==> src/xcrc_pkg.sv <==
`timescale 1ns / 1ps
package xcrc_pkg;

  // input word kinds
  localparam logic [1:0] KIND_RX    = 2'd0;
  localparam logic [1:0] KIND_TICK  = 2'd1;
  localparam logic [1:0] KIND_START = 2'd2;

  // configuration register indexes
  localparam logic CFG_SHORT_TMO = 1'b0;
  localparam logic CFG_LONG_TMO  = 1'b1;

  // line control characters
  localparam logic [7:0] CH_SOH = 8'h01;
  localparam logic [7:0] CH_STX = 8'h02;
  localparam logic [7:0] CH_EOT = 8'h04;
  localparam logic [7:0] CH_ACK = 8'h06;
  localparam logic [7:0] CH_NAK = 8'h15;
  localparam logic [7:0] CH_C   = 8'h43;

  // session end codes
  localparam logic [2:0] ERR_NONE     = 3'd0;
  localparam logic [2:0] ERR_NUM_TO   = 3'd1;
  localparam logic [2:0] ERR_RECORD   = 3'd2;
  localparam logic [2:0] ERR_SEQ      = 3'd3;
  localparam logic [2:0] ERR_HEAD_TO  = 3'd4;

  localparam int unsigned TOTAL_W = 24;
  localparam int unsigned TMO_W   = 16;
  localparam logic [15:0] CRC_POLY = 16'h1021;

  // word queue between classifier and sequencer
  localparam int unsigned Q_DEPTH = 4;
  localparam int unsigned QA_W    = 2;

  typedef struct packed {
    logic       start;
    logic       tick;
    logic       rx;
    logic       hdr;   // SOH or STX
    logic       stx;
    logic       eot;
    logic [7:0] data;
  } word_t;

  function automatic logic [15:0] crc16_byte(input logic [15:0] crc_in, input logic [7:0] d);
    logic [15:0] c;
    c = crc_in ^ {d, 8'h00};
    for (int i = 0; i < 8; i++) begin
      c = c[15] ? ({c[14:0], 1'b0} ^ CRC_POLY) : {c[14:0], 1'b0};
    end
    return c;
  endfunction

endpackage

==> src/xcrc_front.sv <==
`timescale 1ns / 1ps
module xcrc_front (
  input  logic             in_valid,
  input  logic [1:0]       in_kind,
  input  logic [7:0]       in_rx_byte,
  input  logic             q_full,
  output logic             q_push,
  output xcrc_pkg::word_t  q_word
);

  assign q_push = in_valid & ~q_full;

  always_comb begin
    q_word       = '0;
    q_word.data  = in_rx_byte;
    unique case (in_kind)
      xcrc_pkg::KIND_RX: begin
        q_word.rx  = 1'b1;
        q_word.hdr = (in_rx_byte == xcrc_pkg::CH_SOH) || (in_rx_byte == xcrc_pkg::CH_STX);
        q_word.stx = (in_rx_byte == xcrc_pkg::CH_STX);
        q_word.eot = (in_rx_byte == xcrc_pkg::CH_EOT);
      end
      xcrc_pkg::KIND_TICK: begin
        q_word.tick = 1'b1;
      end
      xcrc_pkg::KIND_START: begin
        q_word.start = 1'b1;
      end
      default: begin
        // unused kind: passes through as a no-op word
      end
    endcase
  end

endmodule

==> src/xcrc_fifo.sv <==
`timescale 1ns / 1ps
module xcrc_fifo (
  input  logic             clk,
  input  logic             rst_n,
  input  logic             push,
  input  xcrc_pkg::word_t  push_word,
  output logic             full,
  input  logic             pop,
  output logic             not_empty,
  output xcrc_pkg::word_t  pop_word
);

  xcrc_pkg::word_t                 ent_r [xcrc_pkg::Q_DEPTH];
  logic [xcrc_pkg::QA_W-1:0]       wr_ptr_r, wr_ptr_nxt;
  logic [xcrc_pkg::QA_W-1:0]       rd_ptr_r, rd_ptr_nxt;
  logic [xcrc_pkg::QA_W:0]         cnt_r, cnt_nxt;
  logic                            do_pop;

  assign full      = (cnt_r == (xcrc_pkg::QA_W+1)'(xcrc_pkg::Q_DEPTH));
  assign not_empty = (cnt_r != '0);
  assign do_pop    = pop & not_empty;
  assign pop_word  = ent_r[rd_ptr_r];

  always_comb begin
    wr_ptr_nxt = push ? wr_ptr_r + 1'b1 : wr_ptr_r;
    rd_ptr_nxt = do_pop ? rd_ptr_r + 1'b1 : rd_ptr_r;
    cnt_nxt    = cnt_r;
    if (push && !do_pop) begin
      cnt_nxt = cnt_r + 1'b1;
    end else if (!push && do_pop) begin
      cnt_nxt = cnt_r - 1'b1;
    end
  end

  always_ff @(posedge clk) begin
    if (!rst_n) begin
      wr_ptr_r <= '0;
      rd_ptr_r <= '0;
      cnt_r    <= '0;
    end else begin
      wr_ptr_r <= wr_ptr_nxt;
      rd_ptr_r <= rd_ptr_nxt;
      cnt_r    <= cnt_nxt;
    end
  end

  always_ff @(posedge clk) begin
    if (push) begin
      ent_r[wr_ptr_r] <= push_word;
    end
  end

`ifndef ASSERT_OFF
  a_no_overflow: assert property (@(posedge clk) disable iff (!rst_n)
    full |-> !push)
    else $error("word queue written while full");
  a_count_step: assert property (@(posedge clk) disable iff (!rst_n)
    (push && !do_pop) |=> (cnt_r == $past(cnt_r) + 1'b1))
    else $error("queue count did not advance on push");
  a_empty_ptrs: assert property (@(posedge clk) disable iff (!rst_n)
    !not_empty |-> (rd_ptr_r == wr_ptr_r))
    else $error("empty queue with unequal pointers");
`endif

endmodule

==> src/xcrc_back.sv <==
`timescale 1ns / 1ps
module xcrc_back #(
  parameter int unsigned LARGE_BLOCK_BYTES = 1024,
  parameter int unsigned SMALL_BLOCK_BYTES = 128
) (
  input  logic                              clk,
  input  logic                              rst_n,
  input  logic                              cfg_we,
  input  logic                              cfg_index,
  input  logic [xcrc_pkg::TMO_W-1:0]        cfg_data,
  input  logic                              q_not_empty,
  input  xcrc_pkg::word_t                   q_word,
  output logic                              q_pop,
  output logic                              out_valid,
  input  logic                              out_stall,
  output logic                              out_send_valid,
  output logic [7:0]                        out_send_byte,
  output logic                              out_data_valid,
  output logic [7:0]                        out_data_byte,
  output logic                              out_block_good,
  output logic                              out_finished,
  output logic [2:0]                        out_error_code,
  output logic [xcrc_pkg::TOTAL_W-1:0]      out_byte_total
);

  localparam int unsigned MAX_BLK = (LARGE_BLOCK_BYTES > SMALL_BLOCK_BYTES) ?
                                    LARGE_BLOCK_BYTES : SMALL_BLOCK_BYTES;
  localparam int unsigned IDX_W   = $clog2(MAX_BLK);
  localparam int unsigned BSZ_W   = IDX_W + 1;
  localparam logic [BSZ_W-1:0] L_SZ = BSZ_W'(LARGE_BLOCK_BYTES);
  localparam logic [BSZ_W-1:0] S_SZ = BSZ_W'(SMALL_BLOCK_BYTES);
  localparam int unsigned TW = xcrc_pkg::TOTAL_W;
  localparam int unsigned KW = xcrc_pkg::TMO_W;

  localparam logic [3:0] PH_IDLE   = 4'd0;
  localparam logic [3:0] PH_START  = 4'd1;
  localparam logic [3:0] PH_NUMBER = 4'd2;
  localparam logic [3:0] PH_COMPL  = 4'd3;
  localparam logic [3:0] PH_DATA   = 4'd4;
  localparam logic [3:0] PH_CRCH   = 4'd5;
  localparam logic [3:0] PH_CRCL   = 4'd6;
  localparam logic [3:0] PH_HEAD   = 4'd7;
  localparam logic [3:0] PH_DONE   = 4'd8;

  logic [KW-1:0]    short_tmo_r, long_tmo_r;
  logic [3:0]       phase_r, phase_nxt;
  logic [7:0]       exp_blk_r, exp_blk_nxt;
  logic             large_r, large_nxt;
  logic [IDX_W-1:0] idx_r, idx_nxt;
  logic [15:0]      crc_r, crc_nxt;
  logic [KW-1:0]    ticks_r, ticks_nxt;
  logic [TW-1:0]    acc_r, acc_nxt;
  logic             first_r, first_nxt;

  logic             out_valid_r;
  logic             send_v_r, data_v_r, good_r, fin_r;
  logic [7:0]       send_b_r, data_b_r;
  logic [2:0]       err_r;
  logic [TW-1:0]    total_r;

  logic             r_send_v, r_data_v, r_good, r_fin;
  logic [7:0]       r_send_b, r_data_b;
  logic [2:0]       r_err;
  logic [TW-1:0]    r_total;

  logic [BSZ_W-1:0] bsize;
  logic [KW-1:0]    limit;
  logic [KW:0]      tick_inc;
  logic             expired;
  logic [BSZ_W-1:0] idx_inc;
  logic [TW:0]      acc_sum;
  logic [15:0]      crc_upd;
  logic             active;

  assign q_pop    = q_not_empty & (~out_valid_r | ~out_stall);
  assign bsize    = large_r ? L_SZ : S_SZ;
  assign limit    = (phase_r == PH_HEAD) ? long_tmo_r : short_tmo_r;
  assign tick_inc = {1'b0, ticks_r} + 1'b1;
  assign expired  = (tick_inc >= {1'b0, limit});
  assign idx_inc  = {1'b0, idx_r} + 1'b1;
  assign acc_sum  = {1'b0, acc_r} + {{(TW + 1 - BSZ_W){1'b0}}, bsize};
  assign crc_upd  = xcrc_pkg::crc16_byte(crc_r, q_word.data);
  assign active   = (phase_r != PH_IDLE) && (phase_r != PH_DONE);

  always_comb begin
    phase_nxt   = phase_r;
    exp_blk_nxt = exp_blk_r;
    large_nxt   = large_r;
    idx_nxt     = idx_r;
    crc_nxt     = crc_r;
    ticks_nxt   = ticks_r;
    acc_nxt     = acc_r;
    first_nxt   = first_r;
    r_send_v    = 1'b0;
    r_send_b    = '0;
    r_data_v    = 1'b0;
    r_data_b    = '0;
    r_good      = 1'b0;
    r_fin       = 1'b0;
    r_err       = xcrc_pkg::ERR_NONE;
    r_total     = '0;

    if (q_word.start) begin
      phase_nxt   = PH_START;
      exp_blk_nxt = 8'd1;
      large_nxt   = 1'b0;
      idx_nxt     = '0;
      crc_nxt     = '0;
      ticks_nxt   = '0;
      acc_nxt     = '0;
      first_nxt   = 1'b1;
      r_send_v    = 1'b1;
      r_send_b    = xcrc_pkg::CH_C;
    end else if (active && q_word.tick) begin
      ticks_nxt = expired ? '0 : tick_inc[KW-1:0];
      unique case (phase_r)
        PH_START: begin
          if (expired) begin
            r_send_v = 1'b1;
            r_send_b = xcrc_pkg::CH_C;
          end
        end
        PH_NUMBER: begin
          // the first block's number may wait indefinitely
          if (expired && !first_r) begin
            phase_nxt = PH_DONE;
            r_fin     = 1'b1;
            r_err     = xcrc_pkg::ERR_NUM_TO;
            r_total   = acc_r;
          end
        end
        PH_HEAD: begin
          if (expired) begin
            phase_nxt = PH_DONE;
            r_fin     = 1'b1;
            r_err     = xcrc_pkg::ERR_HEAD_TO;
            r_total   = acc_r;
          end
        end
        default: begin
          if (expired) begin
            phase_nxt = PH_DONE;
            r_fin     = 1'b1;
            r_err     = xcrc_pkg::ERR_RECORD;
            r_total   = acc_r;
          end
        end
      endcase
    end else if (active && q_word.rx) begin
      ticks_nxt = '0;
      unique case (phase_r)
        PH_START, PH_HEAD: begin
          if (q_word.hdr) begin
            large_nxt = q_word.stx;
            phase_nxt = PH_NUMBER;
          end else if (phase_r == PH_HEAD && q_word.eot) begin
            r_send_v  = 1'b1;
            r_send_b  = xcrc_pkg::CH_ACK;
            phase_nxt = PH_DONE;
            r_fin     = 1'b1;
            r_err     = xcrc_pkg::ERR_NONE;
            r_total   = acc_r;
          end else if (phase_r == PH_START) begin
            r_send_v = 1'b1;
            r_send_b = xcrc_pkg::CH_C;
          end
        end
        PH_NUMBER: begin
          if (q_word.data != exp_blk_r) begin
            r_send_v  = 1'b1;
            r_send_b  = xcrc_pkg::CH_NAK;
            phase_nxt = PH_DONE;
            r_fin     = 1'b1;
            r_err     = xcrc_pkg::ERR_SEQ;
            r_total   = acc_r;
          end else begin
            phase_nxt = PH_COMPL;
          end
        end
        PH_COMPL: begin
          if (q_word.data != ~exp_blk_r) begin
            phase_nxt = PH_DONE;
            r_fin     = 1'b1;
            r_err     = xcrc_pkg::ERR_RECORD;
            r_total   = acc_r;
          end else begin
            phase_nxt = PH_DATA;
            idx_nxt   = '0;
            crc_nxt   = '0;
          end
        end
        PH_DATA: begin
          r_data_v = 1'b1;
          r_data_b = q_word.data;
          crc_nxt  = crc_upd;
          if (idx_inc >= bsize) begin
            idx_nxt   = '0;
            phase_nxt = PH_CRCH;
          end else begin
            idx_nxt = idx_inc[IDX_W-1:0];
          end
        end
        PH_CRCH: begin
          if (q_word.data != crc_r[15:8]) begin
            phase_nxt = PH_DONE;
            r_fin     = 1'b1;
            r_err     = xcrc_pkg::ERR_RECORD;
            r_total   = acc_r;
          end else begin
            phase_nxt = PH_CRCL;
          end
        end
        PH_CRCL: begin
          if (q_word.data != crc_r[7:0]) begin
            phase_nxt = PH_DONE;
            r_fin     = 1'b1;
            r_err     = xcrc_pkg::ERR_RECORD;
            r_total   = acc_r;
          end else begin
            r_send_v    = 1'b1;
            r_send_b    = xcrc_pkg::CH_ACK;
            r_good      = 1'b1;
            acc_nxt     = acc_sum[TW] ? {TW{1'b1}} : acc_sum[TW-1:0];
            exp_blk_nxt = exp_blk_r + 8'd1;
            first_nxt   = 1'b0;
            phase_nxt   = PH_HEAD;
          end
        end
        default: begin
        end
      endcase
    end
  end

  always_ff @(posedge clk) begin
    if (!rst_n) begin
      short_tmo_r <= KW'(1000);
      long_tmo_r  <= KW'(5000);
    end else if (cfg_we) begin
      if (cfg_index == xcrc_pkg::CFG_SHORT_TMO) begin
        short_tmo_r <= cfg_data;
      end else begin
        long_tmo_r <= cfg_data;
      end
    end
  end

  always_ff @(posedge clk) begin
    if (!rst_n) begin
      phase_r     <= PH_IDLE;
      exp_blk_r   <= 8'd1;
      large_r     <= 1'b0;
      idx_r       <= '0;
      crc_r       <= '0;
      ticks_r     <= '0;
      acc_r       <= '0;
      first_r     <= 1'b1;
      out_valid_r <= 1'b0;
    end else begin
      if (q_pop) begin
        phase_r   <= phase_nxt;
        exp_blk_r <= exp_blk_nxt;
        large_r   <= large_nxt;
        idx_r     <= idx_nxt;
        crc_r     <= crc_nxt;
        ticks_r   <= ticks_nxt;
        acc_r     <= acc_nxt;
        first_r   <= first_nxt;
      end
      if (q_pop) begin
        out_valid_r <= 1'b1;
      end else if (!out_stall) begin
        out_valid_r <= 1'b0;
      end
    end
  end

  always_ff @(posedge clk) begin
    if (q_pop) begin
      send_v_r <= r_send_v;
      send_b_r <= r_send_b;
      data_v_r <= r_data_v;
      data_b_r <= r_data_b;
      good_r   <= r_good;
      fin_r    <= r_fin;
      err_r    <= r_err;
      total_r  <= r_total;
    end
  end

  assign out_valid      = out_valid_r;
  assign out_send_valid = send_v_r;
  assign out_send_byte  = send_b_r;
  assign out_data_valid = data_v_r;
  assign out_data_byte  = data_b_r;
  assign out_block_good = good_r;
  assign out_finished   = fin_r;
  assign out_error_code = err_r;
  assign out_byte_total = total_r;

`ifndef ASSERT_OFF
  a_good_acks: assert property (@(posedge clk) disable iff (!rst_n)
    (out_valid && out_block_good) |->
      (out_send_valid && out_send_byte == xcrc_pkg::CH_ACK))
    else $error("good block without ACK");
  a_seq_naks: assert property (@(posedge clk) disable iff (!rst_n)
    (out_valid && out_finished && out_error_code == xcrc_pkg::ERR_SEQ) |->
      (out_send_valid && out_send_byte == xcrc_pkg::CH_NAK))
    else $error("sequence mismatch without NAK");
  a_data_alone: assert property (@(posedge clk) disable iff (!rst_n)
    (out_valid && out_data_valid) |-> (!out_finished && !out_send_valid))
    else $error("payload word carries control or end status");
  a_idx_range: assert property (@(posedge clk) disable iff (!rst_n)
    (phase_r == PH_DATA) |-> ({1'b0, idx_r} < bsize))
    else $error("payload index beyond block size");
  a_start_phase: assert property (@(posedge clk) disable iff (!rst_n)
    (q_pop && q_word.start) |=> (phase_r == PH_START && out_valid))
    else $error("start word did not open a session");
`endif

endmodule

==> src/xmodem_crc_block_receiver.sv <==
`timescale 1ns / 1ps
// XMODEM-CRC receiver for 128-byte (SOH) and 1024-byte (STX) blocks. Each input word is a
// received byte, a timer tick or a start command, and each one yields exactly one result
// word carrying any control byte to transmit ('C', ACK, NAK), any payload byte (tentative
// until its block's CRC passes), a block-good flag and, at session end, the error code and
// saturating byte total. Input words go through a 4-entry queue into a sequencer that
// retires one word per clock while the output is not stalled; each word passes through a
// queue entry and then the registered output, and in_stall rises only when the queue
// fills behind a stalled output. Timeouts come from cfg register 0 (short, reset 1000) and
// register 1 (long, reset 5000); write them only while the block is idle.
module xmodem_crc_block_receiver #(
  parameter int unsigned LARGE_BLOCK_BYTES = 1024,
  parameter int unsigned SMALL_BLOCK_BYTES = 128
) (
  input  logic                          clk,
  input  logic                          rst_n,
  input  logic                          cfg_we,
  input  logic                          cfg_index,
  input  logic [xcrc_pkg::TMO_W-1:0]    cfg_data,
  input  logic                          in_valid,
  output logic                          in_stall,
  input  logic [1:0]                    in_kind,
  input  logic [7:0]                    in_rx_byte,
  output logic                          out_valid,
  input  logic                          out_stall,
  output logic                          out_send_valid,
  output logic [7:0]                    out_send_byte,
  output logic                          out_data_valid,
  output logic [7:0]                    out_data_byte,
  output logic                          out_block_good,
  output logic                          out_finished,
  output logic [2:0]                    out_error_code,
  output logic [xcrc_pkg::TOTAL_W-1:0]  out_byte_total
);

  xcrc_pkg::word_t push_word, pop_word;
  logic            push, full, pop, not_empty;

  assign in_stall = full;

  xcrc_front u_front (
    .in_valid   (in_valid),
    .in_kind    (in_kind),
    .in_rx_byte (in_rx_byte),
    .q_full     (full),
    .q_push     (push),
    .q_word     (push_word)
  );

  xcrc_fifo u_fifo (
    .clk       (clk),
    .rst_n     (rst_n),
    .push      (push),
    .push_word (push_word),
    .full      (full),
    .pop       (pop),
    .not_empty (not_empty),
    .pop_word  (pop_word)
  );

  xcrc_back #(
    .LARGE_BLOCK_BYTES (LARGE_BLOCK_BYTES),
    .SMALL_BLOCK_BYTES (SMALL_BLOCK_BYTES)
  ) u_back (
    .clk            (clk),
    .rst_n          (rst_n),
    .cfg_we         (cfg_we),
    .cfg_index      (cfg_index),
    .cfg_data       (cfg_data),
    .q_not_empty    (not_empty),
    .q_word         (pop_word),
    .q_pop          (pop),
    .out_valid      (out_valid),
    .out_stall      (out_stall),
    .out_send_valid (out_send_valid),
    .out_send_byte  (out_send_byte),
    .out_data_valid (out_data_valid),
    .out_data_byte  (out_data_byte),
    .out_block_good (out_block_good),
    .out_finished   (out_finished),
    .out_error_code (out_error_code),
    .out_byte_total (out_byte_total)
  );

endmodule

==> config.mk <==
export PLATFORM = sky130hd
export DESIGN_NAME = xmodem_crc_block_receiver
export DESIGN_NICKNAME = d
export VERILOG_FILES = /design/src/xcrc_pkg.sv /design/src/xcrc_front.sv /design/src/xcrc_fifo.sv /design/src/xcrc_back.sv /design/src/xmodem_crc_block_receiver.sv
export SDC_FILE = /design/constraint.sdc
export NUM_CORES = 1
export LEC_CHECK = 0
export BUFFER_PORTS_ARGS = -buffer_cell sky130_fd_sc_hd__buf_2
export CAP_MARGIN = 20
export CORE_MARGIN = 3
export CORE_UTILIZATION = 60
export DETAILED_ROUTE_END_ITERATION = 6
export GPL_TIMING_DRIVEN = 0
export HOLD_SLACK_MARGIN = 0.02
export PLACE_DENSITY = 0.8
export SYNTH_ARGS = -nofsm -noshare
export SYNTH_HDL_FRONTEND = slang
export SYNTH_SLANG_ARGS = --single-unit
==> constraint.sdc <==
create_clock -name clk -period 10.3 [get_ports clk]
set_clock_uncertainty 0.2 [all_clocks]
set_input_delay 1.545 -clock clk [delete_from_list [all_inputs] [get_ports clk]]
set_output_delay 1.545 -clock clk [all_outputs]
set_load 0.005 [all_outputs]
==> key figures <==
Global route
  – GR Overflow Total: 0
  – Global-route usage over all layers: 23.0%
  – First-pass GRT wire length: 36.9 mm
  – Largest net degree at the start of global routing: 46
  – Vias in the first global route: 7,434
  – Initial antenna violation count: 0

Logic synthesis
  – Avg Synthesized Cell Area: 10.5 sq um
  – Mapped Area: 10,500 sq um
  – Main synth FF type: dfxtp_1
  – Yosys cell types: 79
  – Syn. warnings: 0
  – Synth area leader: edfxtp_1
  – Register area share after synthesis: 49.0%
  – Most frequent cells after synthesis: dfxtp_1, nand2_1, edfxtp_1
  – Share of flip-flops with an asynchronous set or reset: 0%
  – Yosys top cell area share: 26.9%
  – Post-Synthesis Cells: 1,003
  – Most numerous cell in the Yosys netlist: dfxtp_1
  – Post-synth EDFFs: 94
  – Yosys reg bits: 210
  – Synth area leaders: edfxtp_1, dfxtp_1, xnor2_1

Setup path
  – Slowest cell on crit path: o311ai_1
  – Startpoint Class: register
  – Setup Crit Path Kind: register to register
  – Crit-path cells: clkbuf_1, nor2b_1, and3_1, clkbuf_1, clkbuf_1, mux2i_1, ha_1, a21o_1, a221o_1, a311oi_1, a21boi_0, o311ai_1, nand2b_1, o311a_1
  – Crit path DAT: 5900 ps
  – Top cell by count, worst path: clkbuf_1
  – Crit-path max cell delay: 820 ps
  – CP Buf/Inv Count: 3
  – Worst path top cell family by delay: compound AO/OA/AOI/OAI gates
  – Crit path required time: 10,480 ps
  – CP Capture Type: register
  – Crit-path max FO: 10

Drt
  – Via Count: 7,874
  – Post-route antenna net violation count: 0
  – First DRT Iteration DRCs: 616
  – Pre-antenna DRT Iters: 5
  – Post-DR vias/cell: 5.87
  – DRC: 0
  – Final wirelength: 22.4 mm
  – Drt wl/cell: 16.7 um

Clocking
  – Clk_lat worst skew: 500 ps
  – CTS root buf: clkbuf_16
  – # resized after CTS: 0
  – Clock Path Buffers: 3
  – Setup bufs post-CTS: 0
  – # H-tree levels: 1
  – Hold_buf cts: 0
  – Clock Sinks: 210
  – TritonCTS Buffers: 22
  – Clock Pin Slew Worst Setup and Hold Paths: 60 ps
  – CTS tree: done

Timing
  – Final setup vio count: 0
  – Slew headroom: 35.3%
  – Final worst setup slack: 4580 ps
  – Final hold viol count: 0
  – Final Max Slew Viols: 0
  – Setup TNS: 0 ps
  – Measured slew at the worst slew-check pin: 956 ps
  – Period utilization: 55.5%
  – RSZ-0062 raised after global routing: no
  – Min Tclk post-route: 5720 ps
  – FMAX: 175 MHz

Placed design
  – Dpl ws: 4660 ps
  – GPL Wtd Cong: 0.954
  – HPWL after detailed placement: 15.9 mm
  – Number of cells after detailed placement: 1,302
  – Port bufs: 77

Layout
  – Area growth, synth to finish: 13.1%
  – Fraction of layout cells with a size suffix above 1: 15.2%
  – Layout net count: 1,168
  – Diode count: 0
  – Finished Layout Cells: 1,341
  – Core Util, Final: 70.4%
  – Fillcell total: 1,264

Floorplan
  – Row cnt: 47
  – Core area: 16,900 sq um
  – IO Count: 81
  – Die area: 19,100 sq um
  – Die H: 138 um
  – Chip width: 138 um
  – Starting Density: 62.2%

Run
  – Max Cap Viol: 0

Power
  – Static leakage: 4.39 nW
  – Flop pwr share: 40.8%
  – Internal cell power: 0.00178 W
  – Power Dens Cells: 216 nW/um^2
  – Switching power: 0.000784 W
  – Max IR drop VDD: 0.000154 V
  – Comb power frac: 28.8%
  – Clock power frac: 30.5%
  – Switching Fraction: 30.6%

Min path
  – Type of the tightest min-delay check: register to register

Outcome
  – Outcome: finished clean
[cells by family after synthesis]
logic type               after synthesis  share of synthesized area, %
other                                  1                        0.0357
flip-flops                           210                          49.0
XOR/XNOR                              68                          6.17
AND/OR/NAND/NOR                      396                          19.8
multiplexers                          43                          5.96
buffers and inverters                 77                          3.58
AO/OA/AOI/OAI                        178                          11.8
adder cells (fa/ha/maj)               30                          3.65
[area by class of cell]
cell class	instances	area (sq um)	share of cell area, %
multi-input cells	718	4980	42.0
plain buffers	61	315	2.65
repair buffers	77	385	3.24
inverters	16	61.3	0.516
flip-flops and latches	210	5140	43.3
clock buffers	33	633	5.33
well taps	220	275	2.32
clock inverters	6	77.6	0.653
[layout by cell type (no fill, tap or decap), types with 5 or more instances in the layout]
cell | Yosys | layout
buf_2 | 5 | 82
a31oi_1 | 13 | 13
ha_1 | 29 | 29
and2_4 | 9 | 9
nand2_1 | 106 | 106
clkbuf_1 | 41 | 49
nand3b_1 | 5 | 5
or3_1 | 6 | 6
dfxtp_1 | 116 | 116
nand3_1 | 43 | 43
o21ai_0 | 33 | 33
nand2b_1 | 13 | 13
xor2_1 | 11 | 11
nand4_1 | 17 | 17
nor3_1 | 26 | 26
a22oi_1 | 8 | 8
o211ai_1 | 5 | 5
mux4_2 | 9 | 9
a21boi_0 | 39 | 39
o21ai_1 | 7 | 7
inv_1 | 15 | 15
a21o_1 | 8 | 8
a21oi_1 | 23 | 23
nor2_1 | 56 | 56
nor4_1 | 7 | 7
mux2i_1 | 28 | 28
mux4_1 | 5 | 5
clkbuf_16 | 0 | 23
xnor2_1 | 53 | 53
buf_4 | 11 | 11
and3_1 | 24 | 24
and2_1 | 20 | 20
nor2b_1 | 42 | 42
a21boi_1 | 6 | 6
edfxtp_1 | 94 | 94
[metrics by stage]
stage	total power [W]	area, sq um	hold WS, ps
2_1_floorplan	0.00157	10500	232
5_1_grt	0.00268	11900	289
4_1_cts	0.00257	11900	266
3_3_place_gp	0.00178	11200	250
6_report	0.00256	11900	265
3_5_place_dp	0.00179	11200	256
[worst min-delay path: cells and delay by family, from the launching register on]
family	cells	cell delay, ps
AO/OA/AOI/OAI	1	70
flip-flops	1	300
AND/OR/NAND/NOR	1	40
[metal layers]
| metal | part of all wire [%] | wire length (um) | up-vias | GRT usage [%] |
|---|---|---|---|---|
| met3 | 7.2 | 1610 | 49 | 3.18 |
| met1 | 44 | 9930 | 3691 | 32.4 |
| met5 | 0 | 0 | - | 0 |
| li1 | - | - | 3826 | - |
| met4 | 2.5 | 549 | 0 | 6.66 |
| met2 | 46 | 10300 | 308 | 37.5 |
[power by group through the flow]
stage                     registers [W]  logic (W)  clock network (W)
final                           0.00104   0.000736           0.000780
after detailed placement        0.00106   0.000729                  0
after global routing            0.00106   0.000803           0.000822
after CTS                       0.00105   0.000733           0.000791
after floorplan                 0.00107   0.000500                  0
after global placement          0.00106   0.000721                  0
[path summary, 6_finish.rpt]
path | startpoint | endpoint | slack (ps) | cells past startpoint
worst max-delay path | u_back.phase_r[0] | u_back.phase_r[0] | 4580 | 14
worst min-delay path | u_back.short_tmo_r[2] | u_back.short_tmo_r[2] | 270 | 2
worst max register to register | u_back.phase_r[0] | u_back.phase_r[0] | 4580 | 14
worst min register to register | u_back.short_tmo_r[2] | u_back.short_tmo_r[2] | 270 | 2
[registers in the layout (all words and copies together) (netlist names), 4 cells and up, named ones only]
signal and count:
u_back.out_byte_total 18, u_back.idx_r 10, u_back.acc_r 18, u_back.phase_r 4, u_back.out_data_byte 8, u_back.ticks_r 16, u_back.crc_r 16, u_back.exp_blk_r 8
u_back.out_send_byte 5, u_fifo.ent_r 56, u_back.long_tmo_r 16, u_back.short_tmo_r 16
Power figures use the tool's default switching activity.
